<file path="config.mk">
export PLATFORM = sky130hd
export DESIGN_NAME = framebuffer_rect_blit_flat
export DESIGN_NICKNAME = d
export VERILOG_FILES = /design/src/fbb_pkg.sv /design/src/fbb_in_if.sv /design/src/fbb_out_if.sv /design/src/framebuffer_rect_blit.sv /design/src/flat_wrapper.sv
export SDC_FILE = /design/constraint.sdc
export NUM_CORES = 1
export LEC_CHECK = 0
export ABC_AREA = 1
export BUFFER_PORTS_ARGS = -buffer_cell sky130_fd_sc_hd__clkbuf_2
export CORE_MARGIN = 2
export CORE_UTILIZATION = 57
export CTS_BUF_LIST = sky130_fd_sc_hd__clkbuf_4
export CTS_CLUSTER_DIAMETER = 100
export DETAILED_ROUTE_END_ITERATION = 8
export GPL_TIMING_DRIVEN = 0
export PLACE_DENSITY_LB_ADDON = 0.05
export SETUP_SLACK_MARGIN = 0.2
export SLEW_MARGIN = 20
export SYNTH_ARGS = -nofsm -noshare
export SYNTH_HDL_FRONTEND = slang
export SYNTH_SLANG_ARGS = --single-unit
</file>
<file path="constraint.sdc">
create_clock -name clk -period 5.4 [get_ports clk]
set_input_delay 0.27 -clock clk [delete_from_list [all_inputs] [get_ports clk]]
set_output_delay 0.27 -clock clk [all_outputs]
set_load 0.005 [all_outputs]
</file>
<file path="src/fbb_pkg.sv">
package fbb_pkg;

  // Largest rectangle side; wider or taller commands are clamped to it.
  localparam int MAX_DIM = 4096;

  localparam int COORD_W = 12;
  localparam int DIM_W   = 13;
  localparam int COLOR_W = 24;
  localparam int ADDR_W  = 32;
  localparam int BYTE_W  = 8;

  // Linear pixel index of a rectangle origin: y * screen_width + x.
  localparam int LIN_W   = 26;
  // Three times a column index, and the screen row of the current line.
  localparam int COL3_W  = DIM_W + 1;
  localparam int SROW_W  = DIM_W + 1;

  localparam int PADDR_W = 4;
  localparam int PDATA_W = 32;

  localparam logic KIND_RECT  = 1'b0;
  localparam logic KIND_PIXEL = 1'b1;

  localparam logic [1:0] REG_SCREEN_WIDTH  = 2'd0;
  localparam logic [1:0] REG_SCREEN_HEIGHT = 2'd1;
  localparam logic [1:0] REG_FB_BASE       = 2'd2;

  localparam logic [DIM_W-1:0]  SCREEN_WIDTH_RST  = DIM_W'(640);
  localparam logic [DIM_W-1:0]  SCREEN_HEIGHT_RST = DIM_W'(480);
  localparam logic [ADDR_W-1:0] FB_BASE_RST       = '0;

endpackage

</file>
<file path="src/fbb_in_if.sv">
interface fbb_in_if
  import fbb_pkg::*;
();
  logic               valid;
  logic               ready;
  logic               kind;
  logic [COORD_W-1:0] rect_x;
  logic [COORD_W-1:0] rect_y;
  logic [DIM_W-1:0]   rect_w;
  logic [DIM_W-1:0]   rect_h;
  logic [COLOR_W-1:0] pixel_color;

  modport source (output valid, kind, rect_x, rect_y, rect_w, rect_h, pixel_color,
                  input ready);
  modport sink (input valid, kind, rect_x, rect_y, rect_w, rect_h, pixel_color,
                output ready);
endinterface

</file>
<file path="src/fbb_out_if.sv">
interface fbb_out_if
  import fbb_pkg::*;
();
  logic              valid;
  logic              ready;
  logic [ADDR_W-1:0] write_address;
  logic [BYTE_W-1:0] blue;
  logic [BYTE_W-1:0] green;
  logic [BYTE_W-1:0] red;

  modport source (output valid, write_address, blue, green, red, input ready);
  modport sink (input valid, write_address, blue, green, red, output ready);
endinterface

</file>
<file path="src/framebuffer_rect_blit.sv">
// A pixel request that writes passes through the input register, then the result register,
// and is taken from there by the output channel. Throughput: one request per cycle unless
// the output is stalled; the origin multiply sits before the input register and the row
// address advances by one add per line, so nothing loops.
// Reset (rst_n low, synchronous): no rectangle active, both channels empty,
// registers back to 640 x 480 with the framebuffer at address 0.
module framebuffer_rect_blit
  import fbb_pkg::*;
(
  input  logic               clk,
  input  logic               rst_n,
  fbb_in_if.sink             in_chan,
  fbb_out_if.source          out_chan,
  input  logic               psel,
  input  logic               penable,
  input  logic               pwrite,
  input  logic [PADDR_W-1:0] paddr,
  input  logic [PDATA_W-1:0] pwdata,
  output logic [PDATA_W-1:0] prdata,
  output logic               pready
);

  // Configuration registers.
  logic [DIM_W-1:0]  screen_width_r;
  logic [DIM_W-1:0]  screen_height_r;
  logic [ADDR_W-1:0] fb_base_r;

  // Input register.
  logic               in_vld_r;
  logic               in_kind_r;
  logic [COORD_W-1:0] in_x_r;
  logic [COORD_W-1:0] in_y_r;
  logic [DIM_W-1:0]   in_w_r;
  logic [DIM_W-1:0]   in_h_r;
  logic [COLOR_W-1:0] in_pix_r;
  logic [LIN_W-1:0]   in_lin_r;

  // Rectangle state.
  logic               active_r, active_nxt;
  logic [DIM_W-1:0]   span_w_r, span_w_nxt;
  logic [DIM_W-1:0]   span_h_r, span_h_nxt;
  logic [DIM_W-1:0]   clipped_len_r, clipped_len_nxt;
  logic [DIM_W-1:0]   col_cnt_r, col_cnt_nxt;
  logic [DIM_W-1:0]   row_cnt_r, row_cnt_nxt;
  logic [COL3_W-1:0]  col3_r, col3_nxt;
  logic [SROW_W-1:0]  scr_row_r, scr_row_nxt;
  logic [ADDR_W-1:0]  row_addr_r, row_addr_nxt;

  // Result register.
  logic              out_vld_r, out_vld_nxt;
  logic [ADDR_W-1:0] out_addr_r;
  logic [COLOR_W-1:0] out_pix_r;

  logic               advance;
  logic               in_take;
  logic               proc;
  logic               emit;
  logic [DIM_W-1:0]   w_clamp;
  logic [DIM_W-1:0]   h_clamp;
  logic [LIN_W-1:0]   lin_in;
  logic [DIM_W-1:0]   room;
  logic [DIM_W-1:0]   col_inc;
  logic [DIM_W-1:0]   row_inc;
  logic [COL3_W:0]    stride3;
  logic               cfg_wr;

  assign advance = !out_vld_r || out_chan.ready;
  assign in_chan.ready = !in_vld_r || advance;
  assign in_take = in_chan.valid && in_chan.ready;
  assign proc = in_vld_r && advance;

  assign w_clamp = (in_chan.rect_w > DIM_W'(MAX_DIM)) ? DIM_W'(MAX_DIM) : in_chan.rect_w;
  assign h_clamp = (in_chan.rect_h > DIM_W'(MAX_DIM)) ? DIM_W'(MAX_DIM) : in_chan.rect_h;
  assign lin_in  = LIN_W'(in_chan.rect_y * screen_width_r) + LIN_W'(in_chan.rect_x);

  always_ff @(posedge clk) begin
    if (!rst_n) begin
      in_vld_r <= 1'b0;
    end else if (in_chan.ready) begin
      in_vld_r <= in_chan.valid;
    end
    if (in_take) begin
      in_kind_r <= in_chan.kind;
      in_x_r    <= in_chan.rect_x;
      in_y_r    <= in_chan.rect_y;
      in_w_r    <= w_clamp;
      in_h_r    <= h_clamp;
      in_pix_r  <= in_chan.pixel_color;
      in_lin_r  <= lin_in;
    end
  end

  assign room    = screen_width_r - DIM_W'(in_x_r);
  assign col_inc = col_cnt_r + DIM_W'(1);
  assign row_inc = row_cnt_r + DIM_W'(1);
  assign stride3 = (COL3_W + 1)'(screen_width_r) + (COL3_W + 1)'({screen_width_r, 1'b0});
  assign emit = proc && (in_kind_r == KIND_PIXEL) && active_r &&
                (col_cnt_r < clipped_len_r) && (scr_row_r < SROW_W'(screen_height_r));

  always_comb begin
    active_nxt      = active_r;
    span_w_nxt      = span_w_r;
    span_h_nxt      = span_h_r;
    clipped_len_nxt = clipped_len_r;
    col_cnt_nxt     = col_cnt_r;
    row_cnt_nxt     = row_cnt_r;
    col3_nxt        = col3_r;
    scr_row_nxt     = scr_row_r;
    row_addr_nxt    = row_addr_r;
    if (proc) begin
      if (in_kind_r == KIND_RECT) begin
        span_w_nxt = in_w_r;
        span_h_nxt = in_h_r;
        if (DIM_W'(in_x_r) >= screen_width_r) begin
          clipped_len_nxt = '0;
        end else if (in_w_r > room) begin
          clipped_len_nxt = room;
        end else begin
          clipped_len_nxt = in_w_r;
        end
        col_cnt_nxt  = '0;
        row_cnt_nxt  = '0;
        col3_nxt     = '0;
        scr_row_nxt  = SROW_W'(in_y_r);
        row_addr_nxt = fb_base_r + ADDR_W'(in_lin_r) + ADDR_W'({in_lin_r, 1'b0});
        active_nxt   = (in_w_r != '0) && (in_h_r != '0);
      end else if (active_r) begin
        if (col_inc >= span_w_r) begin
          col_cnt_nxt  = '0;
          col3_nxt     = '0;
          row_cnt_nxt  = row_inc;
          scr_row_nxt  = scr_row_r + SROW_W'(1);
          row_addr_nxt = row_addr_r + ADDR_W'(stride3);
          if (row_inc >= span_h_r) begin
            active_nxt = 1'b0;
          end
        end else begin
          col_cnt_nxt = col_inc;
          col3_nxt    = col3_r + COL3_W'(3);
        end
      end
    end
  end

  always_ff @(posedge clk) begin
    if (!rst_n) begin
      active_r      <= 1'b0;
      span_w_r      <= '0;
      span_h_r      <= '0;
      clipped_len_r <= '0;
      col_cnt_r     <= '0;
      row_cnt_r     <= '0;
      col3_r        <= '0;
      scr_row_r     <= '0;
      row_addr_r    <= '0;
    end else begin
      active_r      <= active_nxt;
      span_w_r      <= span_w_nxt;
      span_h_r      <= span_h_nxt;
      clipped_len_r <= clipped_len_nxt;
      col_cnt_r     <= col_cnt_nxt;
      row_cnt_r     <= row_cnt_nxt;
      col3_r        <= col3_nxt;
      scr_row_r     <= scr_row_nxt;
      row_addr_r    <= row_addr_nxt;
    end
  end

  always_comb begin
    out_vld_nxt = out_vld_r;
    if (emit) begin
      out_vld_nxt = 1'b1;
    end else if (out_chan.ready) begin
      out_vld_nxt = 1'b0;
    end
  end

  always_ff @(posedge clk) begin
    if (!rst_n) begin
      out_vld_r <= 1'b0;
    end else begin
      out_vld_r <= out_vld_nxt;
    end
    if (emit) begin
      out_addr_r <= row_addr_r + ADDR_W'(col3_r);
      out_pix_r  <= in_pix_r;
    end
  end

  assign out_chan.valid         = out_vld_r;
  assign out_chan.write_address = out_addr_r;
  assign out_chan.blue          = out_pix_r[BYTE_W-1:0];
  assign out_chan.green         = out_pix_r[2*BYTE_W-1:BYTE_W];
  assign out_chan.red           = out_pix_r[3*BYTE_W-1:2*BYTE_W];

  // Configuration port.
  assign pready = 1'b1;
  assign cfg_wr = psel && penable && pwrite && pready;

  always_ff @(posedge clk) begin
    if (!rst_n) begin
      screen_width_r  <= SCREEN_WIDTH_RST;
      screen_height_r <= SCREEN_HEIGHT_RST;
      fb_base_r       <= FB_BASE_RST;
    end else if (cfg_wr) begin
      case (paddr[3:2])
        REG_SCREEN_WIDTH:  screen_width_r  <= pwdata[DIM_W-1:0];
        REG_SCREEN_HEIGHT: screen_height_r <= pwdata[DIM_W-1:0];
        REG_FB_BASE:       fb_base_r       <= pwdata[ADDR_W-1:0];
        default: ;
      endcase
    end
  end

  always_comb begin
    case (paddr[3:2])
      REG_SCREEN_WIDTH:  prdata = PDATA_W'(screen_width_r);
      REG_SCREEN_HEIGHT: prdata = PDATA_W'(screen_height_r);
      REG_FB_BASE:       prdata = PDATA_W'(fb_base_r);
      default:           prdata = '0;
    endcase
  end

  a_emit_only_pixel: assert property (@(posedge clk) disable iff (!rst_n)
    emit |-> (in_vld_r && in_kind_r == KIND_PIXEL && active_r))
    else $error("write request produced outside an active rectangle");

  a_col_in_span: assert property (@(posedge clk) disable iff (!rst_n)
    active_r |-> (col_cnt_r < span_w_r && row_cnt_r < span_h_r))
    else $error("rectangle counters ran past the span");

  a_clip_le_span: assert property (@(posedge clk) disable iff (!rst_n)
    clipped_len_r <= span_w_r)
    else $error("clipped length exceeds rectangle width");

  a_col3_tracks: assert property (@(posedge clk) disable iff (!rst_n)
    col3_r == COL3_W'(col_cnt_r) + COL3_W'({col_cnt_r, 1'b0}))
    else $error("column byte offset out of step with column count");

  a_stall_cause: assert property (@(posedge clk) disable iff (!rst_n)
    !in_chan.ready |-> (in_vld_r && out_vld_r && !out_chan.ready))
    else $error("input stalled while the pipeline could move");

endmodule
</file>
<file path="src/flat_wrapper.sv">
// flat-port wrapper written by rule: the top's interface ports become plain ports
module framebuffer_rect_blit_flat import fbb_pkg::*;
  (clk, rst_n, psel, penable, pwrite, paddr, pwdata, prdata, pready, in_chan_valid, in_chan_kind, in_chan_rect_x, in_chan_rect_y, in_chan_rect_w, in_chan_rect_h, in_chan_pixel_color, in_chan_ready, out_chan_valid, out_chan_write_address, out_chan_blue, out_chan_green, out_chan_red, out_chan_ready);
  fbb_in_if in_chan_i ();
  fbb_out_if out_chan_i ();
  input  logic clk;
  input  logic rst_n;
  input  logic psel;
  input  logic penable;
  input  logic pwrite;
  input  logic [PADDR_W-1:0] paddr;
  input  logic [PDATA_W-1:0] pwdata;
  output logic [PDATA_W-1:0] prdata;
  output logic pready;
  input wire logic [$bits(in_chan_i.valid)-1:0] in_chan_valid;
  input wire logic [$bits(in_chan_i.kind)-1:0] in_chan_kind;
  input wire logic [$bits(in_chan_i.rect_x)-1:0] in_chan_rect_x;
  input wire logic [$bits(in_chan_i.rect_y)-1:0] in_chan_rect_y;
  input wire logic [$bits(in_chan_i.rect_w)-1:0] in_chan_rect_w;
  input wire logic [$bits(in_chan_i.rect_h)-1:0] in_chan_rect_h;
  input wire logic [$bits(in_chan_i.pixel_color)-1:0] in_chan_pixel_color;
  output wire logic [$bits(in_chan_i.ready)-1:0] in_chan_ready;
  output wire logic [$bits(out_chan_i.valid)-1:0] out_chan_valid;
  output wire logic [$bits(out_chan_i.write_address)-1:0] out_chan_write_address;
  output wire logic [$bits(out_chan_i.blue)-1:0] out_chan_blue;
  output wire logic [$bits(out_chan_i.green)-1:0] out_chan_green;
  output wire logic [$bits(out_chan_i.red)-1:0] out_chan_red;
  input wire logic [$bits(out_chan_i.ready)-1:0] out_chan_ready;
  assign in_chan_i.valid = in_chan_valid;
  assign in_chan_i.kind = in_chan_kind;
  assign in_chan_i.rect_x = in_chan_rect_x;
  assign in_chan_i.rect_y = in_chan_rect_y;
  assign in_chan_i.rect_w = in_chan_rect_w;
  assign in_chan_i.rect_h = in_chan_rect_h;
  assign in_chan_i.pixel_color = in_chan_pixel_color;
  assign in_chan_ready = in_chan_i.ready;
  assign out_chan_valid = out_chan_i.valid;
  assign out_chan_write_address = out_chan_i.write_address;
  assign out_chan_blue = out_chan_i.blue;
  assign out_chan_green = out_chan_i.green;
  assign out_chan_red = out_chan_i.red;
  assign out_chan_i.ready = out_chan_ready;
  framebuffer_rect_blit u_core (.clk(clk), .rst_n(rst_n), .in_chan(in_chan_i), .out_chan(out_chan_i), .psel(psel), .penable(penable), .pwrite(pwrite), .paddr(paddr), .pwdata(pwdata), .prdata(prdata), .pready(pready));
endmodule
</file>
==> results_dict.tcl, run 1 <==
set metrics [dict create \
    status "complete, no violations" \
    syn_inst 3492 \
    p_per_area_nw_per_um2 282 \
    final_design_area_no_fill_um2 31300 \
    critPathLaunchType "flip-flop" \
    root_buffer "clkbuf_4" \
    placed_cell_area_um2 28500 \
    path_clk_slew_ns 0.06 \
    fin_crit_sh_pct 94.1 \
    rsz0062_at_grt "no" \
    rows 79 \
    maxCapViolCount 0 \
    slew_viol_final 0 \
    die_h_um 220 \
    vias 24600 \
    avgRoutedWirePerCell_um 17.3 \
    grt_max_degree 57 \
    synth-seq-area-share_pct 31.7 \
    routed_wl_um 80000 \
    yosysTopAreaCell "edfxtp_1" \
    required_ns 5.98 \
    yosysUniqueCellTypes 51 \
    fill_cells 4023 \
    arrival_ns 5.67 \
    drt-pass1-iter-count 6 \
    slew_headroom_pct 38.1 \
    netlist_area_um2 26600 \
    die_w_um 220 \
    io_buffer_count 205 \
    hp-class "primary input to flip-flop" \
    synth_seq_cells 343 \
    drtIter0Drc 1906 \
    track_usage_pct 33.6 \
    end_kind "flip-flop" \
    boundaryPins 209 \
    clockBufferDepth 3 \
    antenna_found_initial 7 \
    irDropWorstVdd_v 0.000174 \
    drive_above_1_share_pct 12.8 \
    overflow 0 \
    cts_tree "done" \
    yosys_warnings 0 \
    initial_core_util_pct 57.4 \
    cp_max_fo 7 \
    die_area_um2 48500 \
    worstMarginPinSlew_ns 0.929 \
    synth_nets 3985 \
    place.gp.congestion 1.02 \
    leakagePower_uw 0.0159 \
    max_freq_mhz 197 \
    grt_pass1_wl_um 125000 \
    area_delta_synth_final_pct 17.7 \
    core_um2 46400 \
    grt_pass1_vias 24300 \
    period_needed_ns 5.08 \
    viasPerCell 5.32 \
    final_antenna_net_count 0 \
    drc 0 \
    clock_sinks 343 \
    synth_area_leaders "edfxtp_1 18%, dfxtp_1 14%, fa_1 12%" \
    hold_violations 0 \
    setup_viol 0 \
    setup_tns_ns 0 \
    syn_area_per_cell_um2 7.62 \
    htree_levels 3 \
    skew_ns 0.0860 \
    dpl.hpwl_um 62400 \
    critPathKind "flip-flop to flip-flop" \
    numCtsBuffers 92 \
    final_nets 4428 \
    yosys.area.top_type_share_pct 17.7 \
    insertion_delay_ns 0.88 \
]
-- routing by layer --
layer	vias up	part of all wire (%)	track usage (%)	wire, um
li1	12000	-	-	-
met1	11400	41	42.4	33100
met2	943	47	55.8	37400
met3	221	7.3	5.74	5810
met4	4	4.7	16.3	3730
met5	-	0.031	0	25
-- cell families after synthesis --
logic type | synth area share, %
AO/OA/AOI/OAI | 9.32
XOR/XNOR | 3.36
adder cells (fa/ha/maj) | 22.2
buffers and inverters | 10.9
flip-flops | 31.7
other | 0.0141
AND/OR/NAND/NOR | 22.5
-- metrics by stage --
stage / power [uW] / utilization (%) / std cells / hold slack, ns / setup slack [ns]
CTS: 8810 / 67.1 / 4603 / 0.0132 / 0.201
global route: 9520 / 67.6 / 4621 / 0.0787 / 0.186
detailed placement: 6290 / 61.5 / 4308 / 0.405 / -0.630
finish: 8830 / 67.6 / 4623 / 0.0647 / 0.316
floorplan: 5400 / - / 3492 / 0.369 / 0.395
global placement: 6240 / 61.3 / 4304 / 0.401 / -0.574
-- sequential cells by signal, indices dropped and copies added (netlist names), 13 cells and up --
signal	flops
u_core.out_chan.write_address	32
u_core.screen_height_r	13
u_core.scr_row_r	14
u_core.out_pix_r	24
u_core.screen_width_r	13
u_core.in_h_r	13
u_core.row_addr_r	32
u_core.in_pix_r	24
u_core.in_lin_r	26
u_core.fb_base_r	32
u_core.col3_r	14
u_core.row_cnt_r	13
u_core.in_w_r	13
u_core.clipped_len_r	13
u_core.span_w_r	13
u_core.span_h_r	13
u_core.col_cnt_r	13
-- final timing paths --
kind	startpoint	to	slack, ns	depth (start not counted)
setup / recovery	u_core.screen_width_r[6]	u_core.in_lin_r[23]	0.32	20
hold / removal	paddr[3]	u_core.screen_height_r[6]	0.06	5
setup reg to reg	u_core.screen_width_r[6]	u_core.in_lin_r[23]	0.32	20
hold reg to reg	u_core.in_pix_r[6]	u_core.out_pix_r[6]	0.41	0
-- synth_stat cells (all sizes together) --
library cell  instances
nand2               872
inv                 665
nor2                293
ha                  212
a21oi               205
o21ai               204
dfxtp               186
nand3               178
fa                  163
edfxtp              157
xor2                 76
clkbuf               65
nor3                 42
buf                  30
nand4                30
xnor2                26
o211ai               21
nor4                 12
nand3b                9
o21bai                7
a21o                  6
a31oi                 5
a211oi                4
o21a                  4
and2                  3
nor3b                 3
a21boi                2
o221ai                2
o31a                  2
or2                   2
a31o                  1
and3                  1
clkinv                1
conb                  1
nand2b                1
o22ai                 1
-- placed cells by master, fill, tap and decap left out, types with 8 or more instances in the layout --
cell,count
nor3_1,39
nor2_1,278
buf_2,17
inv_1,650
xnor2_1,26
dfxtp_1,173
nand2_2,10
ha_1,206
inv_2,14
clkbuf_2,216
a21oi_1,199
o21ai_1,30
nand3b_1,9
buf_4,30
clkbuf_4,147
xor2_1,76
clkinv_1,13
edfxtp_1,157
o211ai_1,21
nand3_1,178
dfxtp_4,13
o21ai_0,169
nor4_1,11
clkbuf_1,40
nand4_1,30
nand2_1,862
fa_1,163
dlygate4sd3_1,119
nor2_2,11
buf_1,8
-- final cells by class --
class	instances	area (um^2)	share of cell area, %
multi-input combinational	2388	15400	49.0
sequential	343	8490	27.1
inverter	666	2500	8.00
timing repair buffer	349	2440	7.79
clock buffer	145	1090	3.47
tap	607	759	2.42
buffer	95	508	1.62
clock inverter	25	163	0.519
antenna	5	12.5	0.0399
-- worst max-delay path, stage by stage, from the launching register on --
cell	delay, ns
dfxtp_4	0.36
buf_4	0.21
nand2_1	0.08
inv_1	0.06
fa_1	0.53
inv_1	0.05
fa_1	0.51
inv_1	0.06
fa_1	0.49
fa_1	0.50
inv_1	0.06
fa_1	0.57
inv_1	0.05
ha_1	0.37
a21oi_1	0.23
o21ai_1	0.11
nand2_1	0.08
nand3_1	0.14
nand2_1	0.13
o21ai_1	0.09
xor2_1	0.15
-- timing repair --
| item | CTS | global route |
|---|---|---|
| hold buffers | 119 | 0 |
| resized for setup | 59 | 55 |
| setup buffers | 6 | 15 |
| hold endpoints to repair | 155 | 0 |
| endpoints found under the setup margin | 18 | 15 |
| pin swaps | 2 | 2 |
-- report_power, final --
group / internal (uW) / total [uW] / switching, uW
registers: 2910 / 3070 / 156
clock network: 1280 / 2420 / 1140
logic: 1180 / 3350 / 2160
Note: power is estimated with default switching activity, not from simulation.
==> inputs of run 2 (changes only) <==
--- a/config.mk
+++ b/config.mk
@@ -8,7 +8,7 @@
 export ABC_AREA = 1
 export BUFFER_PORTS_ARGS = -buffer_cell sky130_fd_sc_hd__clkbuf_2
 export CORE_MARGIN = 2
-export CORE_UTILIZATION = 57
+export CORE_UTILIZATION = 37
 export CTS_BUF_LIST = sky130_fd_sc_hd__clkbuf_4
 export CTS_CLUSTER_DIAMETER = 100
 export DETAILED_ROUTE_END_ITERATION = 8
==> constraint.sdc (replaced) <==
create_clock -name clk -period 5.4 [get_ports clk]
set_input_delay 0.27 -clock clk [delete_from_list [all_inputs] [get_ports clk]]
set_output_delay 0.27 -clock clk [all_outputs]
set_load 0.02 [all_outputs]
==> results_dict.tcl, run 2 (synthesis results as in run 1) <==
set metrics [dict create \
    leakagePower_uw 0.0160 \
    critPathLaunchType "flip-flop" \
    slew_viol_final 0 \
    irDropWorstVdd_v 0.000138 \
    critPathKind "flip-flop to flip-flop" \
    hp-class "primary input to flip-flop" \
    initial_core_util_pct 37.3 \
    track_usage_pct 23.3 \
    die_area_um2 74100 \
    die_h_um 272 \
    drc 0 \
    final_antenna_net_count 0 \
    viasPerCell 4.74 \
    setup_viol 0 \
    dpl.hpwl_um 67400 \
    fin_crit_sh_pct 94.2 \
    maxCapViolCount 0 \
    hold_violations 0 \
    clockBufferDepth 3 \
    end_kind "flip-flop" \
    placed_cell_area_um2 28900 \
    routed_wl_um 85400 \
    place.gp.congestion 0.894 \
    path_clk_slew_ns 0.06 \
    grt_pass1_vias 23700 \
    io_buffer_count 205 \
    rsz0062_at_grt "yes" \
    cp_max_fo 4 \
    period_needed_ns 5.09 \
    max_freq_mhz 197 \
    layout_common_cells "862 x nand2_1, 650 x inv_1, 278 x nor2_1" \
    grt_pass1_wl_um 132000 \
    die_w_um 272 \
    avgRoutedWirePerCell_um 17.1 \
    arrival_ns 5.65 \
    numCtsBuffers 101 \
    area_delta_synth_final_pct 20.0 \
    antenna_found_initial 1 \
    clock_sinks 343 \
    boundaryPins 209 \
    drt-pass1-iter-count 5 \
    worstMarginPinSlew_ns 0.975 \
    slew_headroom_pct 35.0 \
    cts_tree "done" \
    skew_ns 0.104 \
    root_buffer "clkbuf_4" \
    final_common_cell "nand2_1" \
    drtIter0Drc 1062 \
    required_ns 5.96 \
    final_cells 4990 \
    vias 23600 \
    overflow 0 \
    grt_max_degree 65 \
    dp.cells 4652 \
    final_nets 4446 \
    final_design_area_no_fill_um2 32000 \
    htree_levels 3 \
    status "complete, no violations" \
    final_util_pct 44.8 \
    rows 98 \
    core_um2 71400 \
    drive_above_1_share_pct 13.1 \
    p_per_area_nw_per_um2 282 \
    insertion_delay_ns 0.90 \
]
==> run 2: area by class of cell <==
type                            instances  area [um^2]
Buffer                                 95          508
Sequential cell                       343         8490
Multi-Input combinational cell       2388        15400
Inverter                              666         2500
Fill cell                            7503        39400
Clock buffer                          156         1170
Clock inverter                         33          159
Antenna cell                            1         2.50
Tap cell                              950         1190
Timing Repair Buffer                  358         2540
==> run 2: worst paths after layout <==
path | end | start | slack, ns | depth (start not counted)
worst max-delay path | u_core.in_lin_r[25] | u_core.screen_width_r[6] | 0.31 | 20
worst min-delay path | u_core.screen_height_r[7] | paddr[3] | 0.08 | 5
worst max register to register | u_core.in_lin_r[25] | u_core.screen_width_r[6] | 0.31 | 20
worst min register to register | u_core.out_pix_r[3] | u_core.in_pix_r[3] | 0.42 | 0
==> run 2: layer usage <==
layer	track usage (%)	wire length [um]	share of wire, %	up-vias
li1	-	-	-	12000
met1	30.1	38800	45	11000
met2	39.8	40300	47	531
met3	3.52	4060	4.7	118
met4	7.52	2250	2.6	0
met5	0	0	0	-
==> run 2: worst max-delay path, stage by stage (launching register included) <==
cell and delay (ns):
dfxtp_4 0.37, buf_4 0.18, nand2_1 0.06, inv_1 0.06
fa_1 0.53, inv_1 0.06, fa_1 0.51, inv_1 0.06
fa_1 0.51, fa_1 0.51, inv_1 0.06, fa_1 0.58
inv_1 0.06, ha_1 0.38, nand2_1 0.13, o21ai_1 0.26
nand2_1 0.10, nand2_2 0.11, nand2_1 0.09, a21oi_2 0.13
xor2_1 0.07
==> run 2: where the power goes <==
| group | switching, uW | total, uW | internal (uW) |
|---|---|---|---|
| logic | 2200 | 3390 | 1190 |
| registers | 154 | 3070 | 2910 |
| clock network | 1220 | 2550 | 1320 |
| total | 3580 | 9000 | 5420 |
==> run 2: repair_timing <==
item	4_1_cts	5_1_grt
hold buffers	123	0
gates resized for setup	65	52
endpoints found under the hold margin	178	0
setup endpoints to repair	18	14
pin swaps	0	3
buffers inserted	11	14
==> run 2: metrics by stage <==
step / worst slack, ns / setup TNS (ns) / hold WS (ns) / total power [uW]
floorplan: 0.395 / 0 / 0.369 / 5410
global placement: -0.766 / -8.30 / 0.400 / 6390
detailed placement: -0.779 / -9.01 / 0.405 / 6390
CTS: 0.202 / 0 / 0.00165 / 9090
global route: 0.153 / 0 / 0.0568 / 9770
finish: 0.314 / 0 / 0.0781 / 9000
==> inputs of run 3 (changes only) <==
==> constraint.sdc (replaced) <==
create_clock -name clk -period 5.4 [get_ports clk]
set_input_delay 0.81 -clock clk [delete_from_list [all_inputs] [get_ports clk]]
set_output_delay 0.81 -clock clk [all_outputs]
set_load 0.02 [all_outputs]
==> results_dict.tcl, run 3 (synthesis results as in run 1) <==
set metrics [dict create \
    p_per_area_nw_per_um2 289 \
    place.gp.congestion 0.895 \
    clockBufferDepth 3 \
    dr_wl_met2_um 39700 \
    dpl.hpwl_um 67400 \
    grt_pass1_vias 23300 \
    setup_viol 0 \
    slew_viol_final 0 \
    boundaryPins 209 \
    avgRoutedWirePerCell_um 17.2 \
    antenna_found_initial 2 \
    rows 98 \
    htree_levels 3 \
    hold_end "u_core.in_x_r[11]" \
    cts_tree "done" \
    r2r_start "u_core.screen_width_r[7]" \
    leakagePower_uw 0.0155 \
    reg2reg_slack_ns 0.37 \
    arrival_ns 5.61 \
    setup_tns_ns 0 \
    grt_pass1_wl_um 131000 \
    overflow 0 \
    final_nets 4318 \
    critPathLaunchType "primary input" \
    vias 23200 \
    drive_above_1_share_pct 13.5 \
    die_w_um 272 \
    layout_common_cells "861 x nand2_1, 650 x inv_1, 277 x nor2_1" \
    hold_violations 0 \
    met3WireLength_um 3680 \
    maxCapViolCount 0 \
    core_um2 71400 \
    die_h_um 272 \
    status "complete, no violations" \
    hp-start "in_chan_rect_x[11]" \
    reg2reg_to "u_core.in_lin_r[25]" \
    fin_crit_sh_pct 93.4 \
    insertion_delay_ns 0.89 \
    initial_core_util_pct 37.3 \
    drt-pass1-iter-count 6 \
    numCtsBuffers 99 \
    clock_sinks 343 \
    rsz0062_at_grt "yes" \
    period_needed_ns 5.04 \
    max_freq_mhz 198 \
    grt_max_degree 65 \
    drc 0 \
    path_clk_slew_ns 0.07 \
    cp_max_fo 10 \
    critPathKind "primary input to flip-flop" \
    io_buffer_count 205 \
    drtIter0Drc 1198 \
    final_common_cell "nand2_1" \
    end_kind "flip-flop" \
    area_delta_synth_final_pct 15.3 \
    final_util_pct 43.0 \
    root_buffer "clkbuf_4" \
    routed_wl_um 83500 \
    skew_ns 0.0963 \
    worstMarginPinSlew_ns 0.954 \
    whs_path_depth 1 \
    slew_headroom_pct 36.4 \
    die_area_um2 74100 \
    hp-class "primary input to flip-flop" \
    wl_met1_um 38600 \
    required_ns 5.97 \
    final_antenna_net_count 0 \
    maxUsedRoutingLayer "met4" \
    ff2ff_path_depth 20 \
    viasPerCell 4.76 \
    irDropWorstVdd_v 0.000157 \
    track_usage_pct 22.9 \
]
## run 3: critical path, cell delays in order
cell      delay [ns]
clkbuf_2        0.22
clkbuf_1        0.46
nand2_1         0.15
fa_1            0.53
inv_1           0.06
fa_1            0.47
fa_1            0.52
fa_1            0.54
inv_1           0.05
fa_1            0.52
inv_1           0.04
ha_1            0.35
a21oi_1         0.21
o21ai_0         0.13
a21oi_2         0.17
o21ai_4         0.09
nand3_1         0.07
nand2_1         0.06
xor2_1          0.14
## run 3: worst max path at each step
| stage | start | to | slack [ns] | depth (start not counted) |
|---|---|---|---|---|
| 3_5_place_dp | in_chan_rect_y[1] | u_core.in_lin_r[24] | -0.81 | 19 |
| 6_report | in_chan_rect_y[7] | u_core.in_lin_r[24] | 0.36 | 19 |
| 4_1_cts | u_core.screen_width_r[12] | u_core.in_lin_r[25] | 0.20 | 21 |
| 3_3_place_gp | in_chan_rect_y[1] | u_core.in_lin_r[24] | -0.80 | 19 |
| 5_1_grt | u_core.screen_width_r[7] | u_core.in_lin_r[25] | 0.19 | 20 |
| 2_1_floorplan | in_chan_rect_y[2] | u_core.in_lin_r[12] | 0.20 | 19 |
## run 3: final cells by class
type,count,area (um^2)
fillers,7669,40700
multi-input cells,2388,15400
flip-flops and latches,343,8490
inverters,666,2500
repair buffers,232,1280
well taps,950,1190
clock buffers,148,1110
plain buffers,95,508
clock inverters,38,183
diodes,4,10.0
## run 3: through the flow
step | instance area [um^2] | std cells | total power [uW] | setup WS [ns] | hold WS (ns)
global placement | 28800 | 4647 | 6390 | -0.800 | 0.400
CTS | 30500 | 4851 | 8950 | 0.201 | 0.00228
detailed placement | 28900 | 4652 | 6380 | -0.810 | 0.405
global route | 30700 | 4864 | 9660 | 0.185 | -0.00262
finish | 30700 | 4864 | 8880 | 0.355 | 0.100
floorplan | 26600 | 3492 | 5410 | 0.199 | 0.400
## run 3: what timing repair did
action | in CTS | in global routing
hold endpoints to repair | 1 | 0
setup buffers | 12 | 9
endpoints found under the setup margin | 18 | 15
gates resized for setup | 64 | 48
pin swaps | 0 | 4
hold buffers | 1 | 0
## run 3: metal layers
layer | global-route usage, % | up-vias
li1 | - | 11800
met1 | 30.1 | 10700
met2 | 39.6 | 490
met3 | 3.07 | 110
met4 | 5.58 | 0
met5 | 0 | -
## run 3: where the power goes
part,switching (uW),internal (uW)
Sequential,154,2910
Combinational,2190,1140
Clock,1210,1270
Total,3560,5320
